<file path="config.mk">
export PLATFORM = sky130hd
export DESIGN_NAME = memory_lcd_line_framer
export DESIGN_NICKNAME = d
export VERILOG_FILES = /design/src/mlf_pkg.sv /design/src/mlf_front.sv /design/src/mlf_queue.sv /design/src/mlf_back.sv /design/src/memory_lcd_line_framer.sv
export SDC_FILE = /design/constraint.sdc
export NUM_CORES = 1
export LEC_CHECK = 0
export ABC_CLOCK_PERIOD_IN_PS = 2420
export BUFFER_PORTS_ARGS = -buffer_cell sky130_fd_sc_hd__buf_2
export CAP_MARGIN = 20
export CORE_MARGIN = 2
export CORE_UTILIZATION = 45
export CTS_BUF_LIST = sky130_fd_sc_hd__clkbuf_16
export DETAILED_ROUTE_END_ITERATION = 16
export PLACE_DENSITY = 0.75
export SETUP_SLACK_MARGIN = 0.2
export SLEW_MARGIN = 30
export SYNTH_ARGS = -nofsm -noshare
export SYNTH_HDL_FRONTEND = slang
export SYNTH_SLANG_ARGS = --single-unit
</file>
<file path="constraint.sdc">
create_clock -name clock -period 2.42 [get_ports clock]
set_clock_uncertainty 0.15 [all_clocks]
set_input_delay 0.121 -clock clock [delete_from_list [all_inputs] [get_ports clock]]
set_output_delay 0.121 -clock clock [all_outputs]
set_load 0.02 [all_outputs]
</file>
<file path="src/mlf_pkg.sv">
// shared types and helpers for the memory lcd line framer
// no dependencies; imported by every module of the framer
package mlf_pkg;

   // byte kinds on the result channel
   typedef enum logic [1:0] {
      KIND_CMD     = 2'd0,
      KIND_ADDR    = 2'd1,
      KIND_PIXEL   = 2'd2,
      KIND_TRAILER = 2'd3
   } kind_type;

   localparam int unsigned BYTE_W    = 8;
   localparam int unsigned COL_W     = 6;
   localparam int unsigned ROW_W     = 8;
   localparam int unsigned CSR_IDX_W = 8;
   localparam logic [BYTE_W-1:0] TRAILER_BYTE = 8'h00;

   // register indexes on the csr port
   localparam logic [CSR_IDX_W-1:0] CSR_WRITE_COMMAND      = 8'd0;
   localparam logic [CSR_IDX_W-1:0] CSR_FIRST_LINE_ADDRESS = 8'd1;

   // one classified item as it waits between front and back
   typedef struct packed {
      logic [BYTE_W-1:0] pixel;
      logic [BYTE_W-1:0] cmd;
      logic [BYTE_W-1:0] addr;
      logic              frame_start;
      logic              line_start;
      logic              line_end;
      logic              frame_last;
   } desc_type;

   // queue fill status seen by front and back
   typedef struct packed {
      logic full;
      logic empty;
   } queue_status_type;

   // one result byte
   typedef struct packed {
      logic [BYTE_W-1:0] data;
      kind_type          kind;
      logic              frame_end;
   } result_type;

   // number of result bytes an item gives, capped at three
   function automatic logic [1:0] result_count(desc_type d);
      logic [1:0] n;
      if (d.frame_start) begin
         n = 2'd3;
      end else if (d.line_start) begin
         n = d.line_end ? 2'd3 : 2'd2;
      end else begin
         n = 2'd1 + {1'b0, d.line_end} + {1'b0, d.line_end & d.frame_last};
      end
      return n;
   endfunction

   // result byte at position idx of an item
   function automatic result_type result_at(desc_type d, logic [1:0] idx);
      result_type r;
      r.data      = TRAILER_BYTE;
      r.kind      = KIND_TRAILER;
      r.frame_end = 1'b0;
      if (d.frame_start) begin
         // command, address, pixel; trailers fall off the end
         case (idx)
            2'd0: begin
               r.data = d.cmd;
               r.kind = KIND_CMD;
            end
            2'd1: begin
               r.data = d.addr;
               r.kind = KIND_ADDR;
            end
            default: begin
               r.data = d.pixel;
               r.kind = KIND_PIXEL;
            end
         endcase
      end else if (d.line_start) begin
         // address, pixel, line trailer
         case (idx)
            2'd0: begin
               r.data = d.addr;
               r.kind = KIND_ADDR;
            end
            2'd1: begin
               r.data = d.pixel;
               r.kind = KIND_PIXEL;
            end
            default: begin
               r.data = TRAILER_BYTE;
               r.kind = KIND_TRAILER;
            end
         endcase
      end else begin
         // pixel, line trailer, frame-end trailer
         case (idx)
            2'd0: begin
               r.data = d.pixel;
               r.kind = KIND_PIXEL;
            end
            2'd1: begin
               r.data = TRAILER_BYTE;
               r.kind = KIND_TRAILER;
            end
            default: begin
               r.data      = TRAILER_BYTE;
               r.kind      = KIND_TRAILER;
               r.frame_end = 1'b1;
            end
         endcase
      end
      return r;
   endfunction

endpackage

</file>
<file path="src/mlf_front.sv">
// front end: accepts pixel items, tracks line and column, classifies each item
// depends on mlf_pkg
module mlf_front #(
   parameter int unsigned LINES          = 128,
   parameter int unsigned BYTES_PER_LINE = 16
) (
   input  logic                       clock,
   input  logic                       reset,
   input  logic                       req_valid,
   output logic                       req_stall,
   input  logic [7:0]                 req_pixel_byte,
   input  logic [7:0]                 write_command,
   input  logic [7:0]                 first_line_address,
   input  mlf_pkg::queue_status_type  q_status,
   output logic                       push,
   output mlf_pkg::desc_type          push_desc
);
   import mlf_pkg::*;

   localparam logic [COL_W:0] COL_LIMIT = (COL_W+1)'(BYTES_PER_LINE);
   localparam logic [ROW_W:0] ROW_LIMIT = (ROW_W+1)'(LINES);

   logic [COL_W-1:0] byte_in_line_ff, byte_in_line_in;
   logic [ROW_W-1:0] line_index_ff, line_index_in;
   logic             line_start, frame_start, line_end, frame_last;

   // position flags of the current item
   always_comb begin
      line_start  = (byte_in_line_ff == '0);
      frame_start = line_start && (line_index_ff == '0);
      line_end    = ({1'b0, byte_in_line_ff} + (COL_W+1)'(1)) >= COL_LIMIT;
      frame_last  = ({1'b0, line_index_ff} + (ROW_W+1)'(1)) >= ROW_LIMIT;
   end

   // accept whenever the queue has room
   assign req_stall = q_status.full;
   assign push      = req_valid && !q_status.full;

   always_comb begin
      push_desc.pixel       = req_pixel_byte;
      push_desc.cmd         = write_command;
      push_desc.addr        = first_line_address + line_index_ff;
      push_desc.frame_start = frame_start;
      push_desc.line_start  = line_start;
      push_desc.line_end    = line_end;
      push_desc.frame_last  = frame_last;
   end

   // counter advance per accepted item
   always_comb begin
      byte_in_line_in = byte_in_line_ff;
      line_index_in   = line_index_ff;
      if (push) begin
         if (line_end) begin
            byte_in_line_in = '0;
            line_index_in   = frame_last ? '0 : line_index_ff + ROW_W'(1);
         end else begin
            byte_in_line_in = byte_in_line_ff + COL_W'(1);
         end
      end
   end

   always_ff @(posedge clock) begin
      if (reset) begin
         byte_in_line_ff <= '0;
         line_index_ff   <= '0;
      end else begin
         byte_in_line_ff <= byte_in_line_in;
         line_index_ff   <= line_index_in;
      end
   end

endmodule

</file>
<file path="src/mlf_queue.sv">
// two-entry item queue between front and back
// depends on mlf_pkg
module mlf_queue (
   input  logic                       clock,
   input  logic                       reset,
   input  logic                       push,
   input  mlf_pkg::desc_type          push_desc,
   input  logic                       pop,
   output mlf_pkg::desc_type          head_desc,
   output mlf_pkg::queue_status_type  q_status
);
   import mlf_pkg::*;

   desc_type   slot_ff [2];
   logic       wr_ptr_ff, wr_ptr_in;
   logic       rd_ptr_ff, rd_ptr_in;
   logic [1:0] count_ff, count_in;
   logic       do_push, do_pop;

   assign do_push = push && (count_ff != 2'd2);
   assign do_pop  = pop && (count_ff != 2'd0);

   assign head_desc      = slot_ff[rd_ptr_ff];
   assign q_status.full  = (count_ff == 2'd2);
   assign q_status.empty = (count_ff == 2'd0);

   // pointer and fill count update
   always_comb begin
      wr_ptr_in = do_push ? ~wr_ptr_ff : wr_ptr_ff;
      rd_ptr_in = do_pop ? ~rd_ptr_ff : rd_ptr_ff;
      count_in  = count_ff + {1'b0, do_push} - {1'b0, do_pop};
   end

   always_ff @(posedge clock) begin
      if (reset) begin
         wr_ptr_ff <= 1'b0;
         rd_ptr_ff <= 1'b0;
         count_ff  <= 2'd0;
      end else begin
         wr_ptr_ff <= wr_ptr_in;
         rd_ptr_ff <= rd_ptr_in;
         count_ff  <= count_in;
      end
   end

   // item storage
   always_ff @(posedge clock) begin
      if (do_push) begin
         slot_ff[wr_ptr_ff] <= push_desc;
      end
   end

endmodule

</file>
<file path="src/mlf_back.sv">
// back end: expands each queued item into its result bytes, one per cycle
// unless rsp_stall holds the output; depends on mlf_pkg
module mlf_back (
   input  logic                       clock,
   input  logic                       reset,
   input  mlf_pkg::desc_type          head_desc,
   input  mlf_pkg::queue_status_type  q_status,
   output logic                       pop,
   output logic                       rsp_valid,
   input  logic                       rsp_stall,
   output logic [7:0]                 rsp_spi_byte,
   output logic [1:0]                 rsp_byte_kind,
   output logic                       rsp_frame_end,
   output logic                       rsp_last
);
   import mlf_pkg::*;

   logic       rsp_valid_ff, rsp_valid_in;
   logic [7:0] spi_byte_ff;
   logic [1:0] byte_kind_ff;
   logic       frame_end_ff;
   logic       last_ff;
   logic [1:0] idx_ff, idx_in;
   logic       load, is_last;
   logic [1:0] count;
   result_type res;

   // queue not empty and output register free or draining this cycle
   assign load    = !q_status.empty && (!rsp_valid_ff || !rsp_stall);
   assign count   = result_count(head_desc);
   assign res     = result_at(head_desc, idx_ff);
   assign is_last = (idx_ff == count - 2'd1);
   assign pop     = load && is_last;

   // step through the results of the head item
   always_comb begin
      idx_in = idx_ff;
      if (load) begin
         idx_in = is_last ? 2'd0 : idx_ff + 2'd1;
      end
      rsp_valid_in = rsp_valid_ff;
      if (load) begin
         rsp_valid_in = 1'b1;
      end else if (!rsp_stall) begin
         rsp_valid_in = 1'b0;
      end
   end

   always_ff @(posedge clock) begin
      if (reset) begin
         idx_ff       <= 2'd0;
         rsp_valid_ff <= 1'b0;
      end else begin
         idx_ff       <= idx_in;
         rsp_valid_ff <= rsp_valid_in;
      end
   end

   // result payload
   always_ff @(posedge clock) begin
      if (load) begin
         spi_byte_ff  <= res.data;
         byte_kind_ff <= res.kind;
         frame_end_ff <= res.frame_end;
         last_ff      <= is_last;
      end
   end

   assign rsp_valid     = rsp_valid_ff;
   assign rsp_spi_byte  = spi_byte_ff;
   assign rsp_byte_kind = byte_kind_ff;
   assign rsp_frame_end = frame_end_ff;
   assign rsp_last      = last_ff;

endmodule

</file>
<file path="src/memory_lcd_line_framer.sv">
// Memory LCD multi-line write framer. Takes frame-buffer pixel bytes in raster
// order and emits the write byte stream: command at frame start, line address
// before each line, the pixel bytes, a 0x00 trailer after each line and a second
// frame-end trailer after the last line. Each item gives one to three result
// bytes (one inside a line, two or three at line edges), and the back end
// emits one result byte per cycle unless rsp_stall holds the output; a
// two-entry queue lets the front accept while the back is still emitting.
// Registers are written on csr_valid with csr_ready always high; write them only
// while the framer is idle. Depends on mlf_pkg, mlf_front, mlf_queue, mlf_back.
module memory_lcd_line_framer #(
   parameter int unsigned LINES          = 128,
   parameter int unsigned BYTES_PER_LINE = 16
) (
   input  logic       clock,
   input  logic       reset,
   input  logic       req_valid,
   output logic       req_stall,
   input  logic [7:0] req_pixel_byte,
   output logic       rsp_valid,
   input  logic       rsp_stall,
   output logic [7:0] rsp_spi_byte,
   output logic [1:0] rsp_byte_kind,
   output logic       rsp_frame_end,
   output logic       rsp_last,
   input  logic       csr_valid,
   output logic       csr_ready,
   input  logic [7:0] csr_index,
   input  logic [7:0] csr_data
);
   import mlf_pkg::*;

   logic [7:0]       write_command_ff;
   logic [7:0]       first_line_address_ff;
   logic             push, pop;
   desc_type         push_desc, head_desc;
   queue_status_type q_status;

   // configuration registers
   assign csr_ready = 1'b1;

   always_ff @(posedge clock) begin
      if (reset) begin
         write_command_ff      <= 8'h01;
         first_line_address_ff <= 8'h01;
      end else if (csr_valid && csr_ready) begin
         if (csr_index == CSR_WRITE_COMMAND) begin
            write_command_ff <= csr_data;
         end else if (csr_index == CSR_FIRST_LINE_ADDRESS) begin
            first_line_address_ff <= csr_data;
         end
      end
   end

   mlf_front #(
      .LINES          (LINES),
      .BYTES_PER_LINE (BYTES_PER_LINE)
   ) u_front (
      .clock              (clock),
      .reset              (reset),
      .req_valid          (req_valid),
      .req_stall          (req_stall),
      .req_pixel_byte     (req_pixel_byte),
      .write_command      (write_command_ff),
      .first_line_address (first_line_address_ff),
      .q_status           (q_status),
      .push               (push),
      .push_desc          (push_desc)
   );

   mlf_queue u_queue (
      .clock     (clock),
      .reset     (reset),
      .push      (push),
      .push_desc (push_desc),
      .pop       (pop),
      .head_desc (head_desc),
      .q_status  (q_status)
   );

   mlf_back u_back (
      .clock         (clock),
      .reset         (reset),
      .head_desc     (head_desc),
      .q_status      (q_status),
      .pop           (pop),
      .rsp_valid     (rsp_valid),
      .rsp_stall     (rsp_stall),
      .rsp_spi_byte  (rsp_spi_byte),
      .rsp_byte_kind (rsp_byte_kind),
      .rsp_frame_end (rsp_frame_end),
      .rsp_last      (rsp_last)
   );

endmodule
</file>
==> flow_summary.toml <==
[status]
status = "completed"

[drt]
met2_length_um = 4480
routed.top_layer = "met4"
wirelength_um = 9290
drt-initial-drc-count = 271
met1Wirelength_um = 4320
ant_nets = 0
via_to_cell_ratio = 5.32
post-route-drc-count = 0
drtPass1Iterations = 4
routed_len_inst_um = 14.7
dr_wl_met3_um = 356
vias = 3362

[power_and_ir_drop]
max-vdd-ir-drop_mv = 0.475
pwr_density_cell_mw_per_mm2 = 925
static-leakage-power_nw = 2.21

[timing]
min_period_ns = 2.38
max_slew.worst_pin.slew_ns = 0.579
final.period_utilization = 0.983
number_of_slew_limit_violations_in_the_final_report = 0
layout_setup_ws_ns = 0.0405
maxSlewHeadroom = 0.613
rsz0062_at_grt = "true"
timing.final.hold_violations = 0
setup_viol = 0
max_clock_freq_ghz = 0.420

[die]
io_pins = 44
initial_core_util = 0.458
die-area_mm2 = 0.0118
std_cell_core_area_mm2 = 0.0107
die_y_um = 109
die_x_um = 109
row_count = 38

[layout]
final_net_count = 533
most-common-layout-cells = "68 x sky130_fd_sc_hd__edfxtp_1, 44 x sky130_fd_sc_hd__nor2_1, 42 x sky130_fd_sc_hd__buf_2"
filler_cell_count_in_the_final_layout = 899
antenna-diode-count = 0
areaGrowthSynthToFinish_pct = 20.9
fin_util = 0.554
post_route_cells_drive_above_1_share = 0.252
final_common_cell = "sky130_fd_sc_hd__edfxtp_1"

[logic_synthesis]
post_synth.cell_area_avg_um2 = 12.0
synth.distinct_cells = 64
synth_compound_gate_area_share = 0.110
cell_area_after_synthesis_mm2 = 0.00492
ys_seq_area_frac = 0.569
yosysWarnings = 0
synth_ff_type = "sky130_fd_sc_hd__edfxtp_1"
asyncSetResetFlopFracSynth = 0
number_of_synthesized_register_bits = 106
synth_xor_area_frac = 0.0142
synth_edf_count = 68
postSynthNetCount = 457
netlist_instances = 411
synth-adder-area-share = 0.0447
muxShareOfSynthArea = 0.0956
largest_family_of_logic_cells_by_synthesized_area = "simple AND/OR/NAND/NOR gates"
synth_simple_gate_area_share = 0.130

[min_path]
min_path_cells = 2
timing.hold.worst.class = "in -> reg"
timing.hold.worst_endpoint = "first_line_address_ff[7]"
hold_start = "reset"

[critical_path]
worst_setup_path_startpoint = "u_queue.slot_ff[0][3]"
cp_launch_type = "register"
worstPathRequired_ns = 2.50
crit_path_frequent_cell = "sky130_fd_sc_hd__ha_4"
reg2reg_to = "u_queue.count_ff[1]"
critical-path-max-stage-delay_ns = 0.45
reg2reg_depth = 10
worstPathBufferInverterCount = 1
timing.critical_path.slowest_stage_cell = "sky130_fd_sc_hd__or4_4"
critical_path_cell_sequence = "mux2_4, o21bai_4, or4_4, nand2_4, ha_4, inv_4, ha_4, xor2_2, xnor2_1, nor2_1"
critPathCaptureType = "register"
crit_fanout = 2
worst-r2r-setup-slack_ns = 0.04
path_class = "reg -> reg"
regToRegStartpoint = "u_queue.slot_ff[0][3]"
cp.arrival_ns = 2.46
cpLargestDelayFamily = "simple AND/OR/NAND/NOR gates"

[grt]
first_global_vias = 3172
gr-usage-all-layers = 0.169
grt_pass1_wl_um = 15300
grt_antenna_before_repair = 0
grt_overflow_total = 0
grt_start_max_net_pins = 29

[clocking]
worstSkewPairLatency_ns = 0.34
cts.sinks = 106
tritoncts = "built"
htree_levels = 3
clkSlewWorstSetupHoldPaths_ns = 0.07
cts_max_path_buffers = 2
cts_inserted_buffers = 9
root_buffer_selected_by_cts = "sky130_fd_sc_hd__clkbuf_16"

[placed_design]
finalWeightedCongestion = 0.801
pre_cts_ws_ns = -0.0126
hpwlAfterDp_um = 6310
portBuffers = 42

[run]
maxCapViolations = 0
cells by family (layout without fill, tap and decap cells):
kind of cell,Yosys count,after routing
other cells,1,1
flops,106,106
simple gates,118,118
mux,44,44
compound gates,77,77
xor+xnor,8,8
fa+ha+maj,17,17
buf+inv,40,121
sequential cells by signal, summed over array words and instances (netlist names), named ones only:
register,count
u_queue.slot_ff,56
u_back.rsp_last,1
u_back.rsp_byte_kind,2
u_queue.rd_ptr_ff,1
u_queue.count_ff,2
u_front.byte_in_line_ff,6
u_queue.wr_ptr_ff,1
write_command_ff,8
u_back.rsp_frame_end,1
u_front.line_index_ff,8
u_back.idx_ff,2
u_back.rsp_valid,1
first_line_address_ff,8
u_back.rsp_spi_byte,8
per-stage QoR:
step | instance area, µm² | instances | hold slack (ns) | setup TNS, ns | power [mW]
5_1_grt | 5950 | 632 | 0.0556 | -0.0666 | 5.83
3_5_place_dp | 5350 | 591 | 0.163 | -0.0126 | 3.93
2_1_floorplan | 4930 | 411 | 0.0699 | 0 | 3.52
6_report | 5950 | 632 | 0.0346 | 0 | 5.51
3_3_place_gp | 5350 | 591 | 0.160 | 0 | 3.88
4_1_cts | 5870 | 627 | 0.0282 | 0 | 5.46
cell usage after synthesis (all sizes together), types with 9 or more instances:
cell type  count  area, µm²
a211oi        10       75.1
a21oi         21        105
buf            9       55.0
clkbuf        10       37.5
dfxtp         38        761
edfxtp        68       2040
ha            16        200
inv           21       78.8
mux2          18        206
mux2i         26        264
nand2         15       56.3
nand3          9       57.6
nor2          46        175
nor3           9       56.3
o21ai         12       63.8
routing by layer:
layer | up-vias | GRT usage
li1 | 1676 | -
met1 | 1603 | 0.222
met2 | 74 | 0.273
met3 | 9 | 0.0392
met4 | 0 | 0.0632
met5 | - | 0
power by group:
| part | switching (mW) | internal, mW | total, mW |
|---|---|---|---|
| logic | 0.932 | 0.681 | 1.61 |
| clock network | 0.641 | 0.809 | 1.45 |
| registers | 0.123 | 2.32 | 2.44 |
worst max-delay path by stage:
| stage | endpoint | slack [ns] | cells after the start |
|---|---|---|---|
| final | u_queue.count_ff[1] | 0.04 | 10 |
| after CTS | u_queue.count_ff[1] | 0.05 | 10 |
| after global placement | u_queue.count_ff[1] | 0.07 | 10 |
| after floorplan | u_queue.count_ff[1] | 0.11 | 10 |
| after global routing | u_queue.count_ff[1] | -0.07 | 10 |
| after detailed placement | u_queue.count_ff[1] | -0.01 | 10 |
final cells by class:
cell class | count | area (µm²) | area share
Sequential cell | 106 | 2810 | 0.472
Timing Repair Buffer | 84 | 571 | 0.0959
Inverter | 21 | 81.3 | 0.0137
Clock buffer | 9 | 225 | 0.0378
Clock inverter | 7 | 75.1 | 0.0126
Multi-Input combinational cell | 265 | 2020 | 0.339
Tap cell | 140 | 175 | 0.0294
timing repair:
item | in CTS | in global routing
setup endpoints to repair | 2 | 11
gates resized for setup | 6 | 10
setup buffers | 2 | 5
endpoints found under the hold margin | 33 | 0
cloned | 0 | 0
pin swaps | 2 | 2
hold buffers | 18 | 0
No activity file was read; power rests on OpenSTA's default activity.
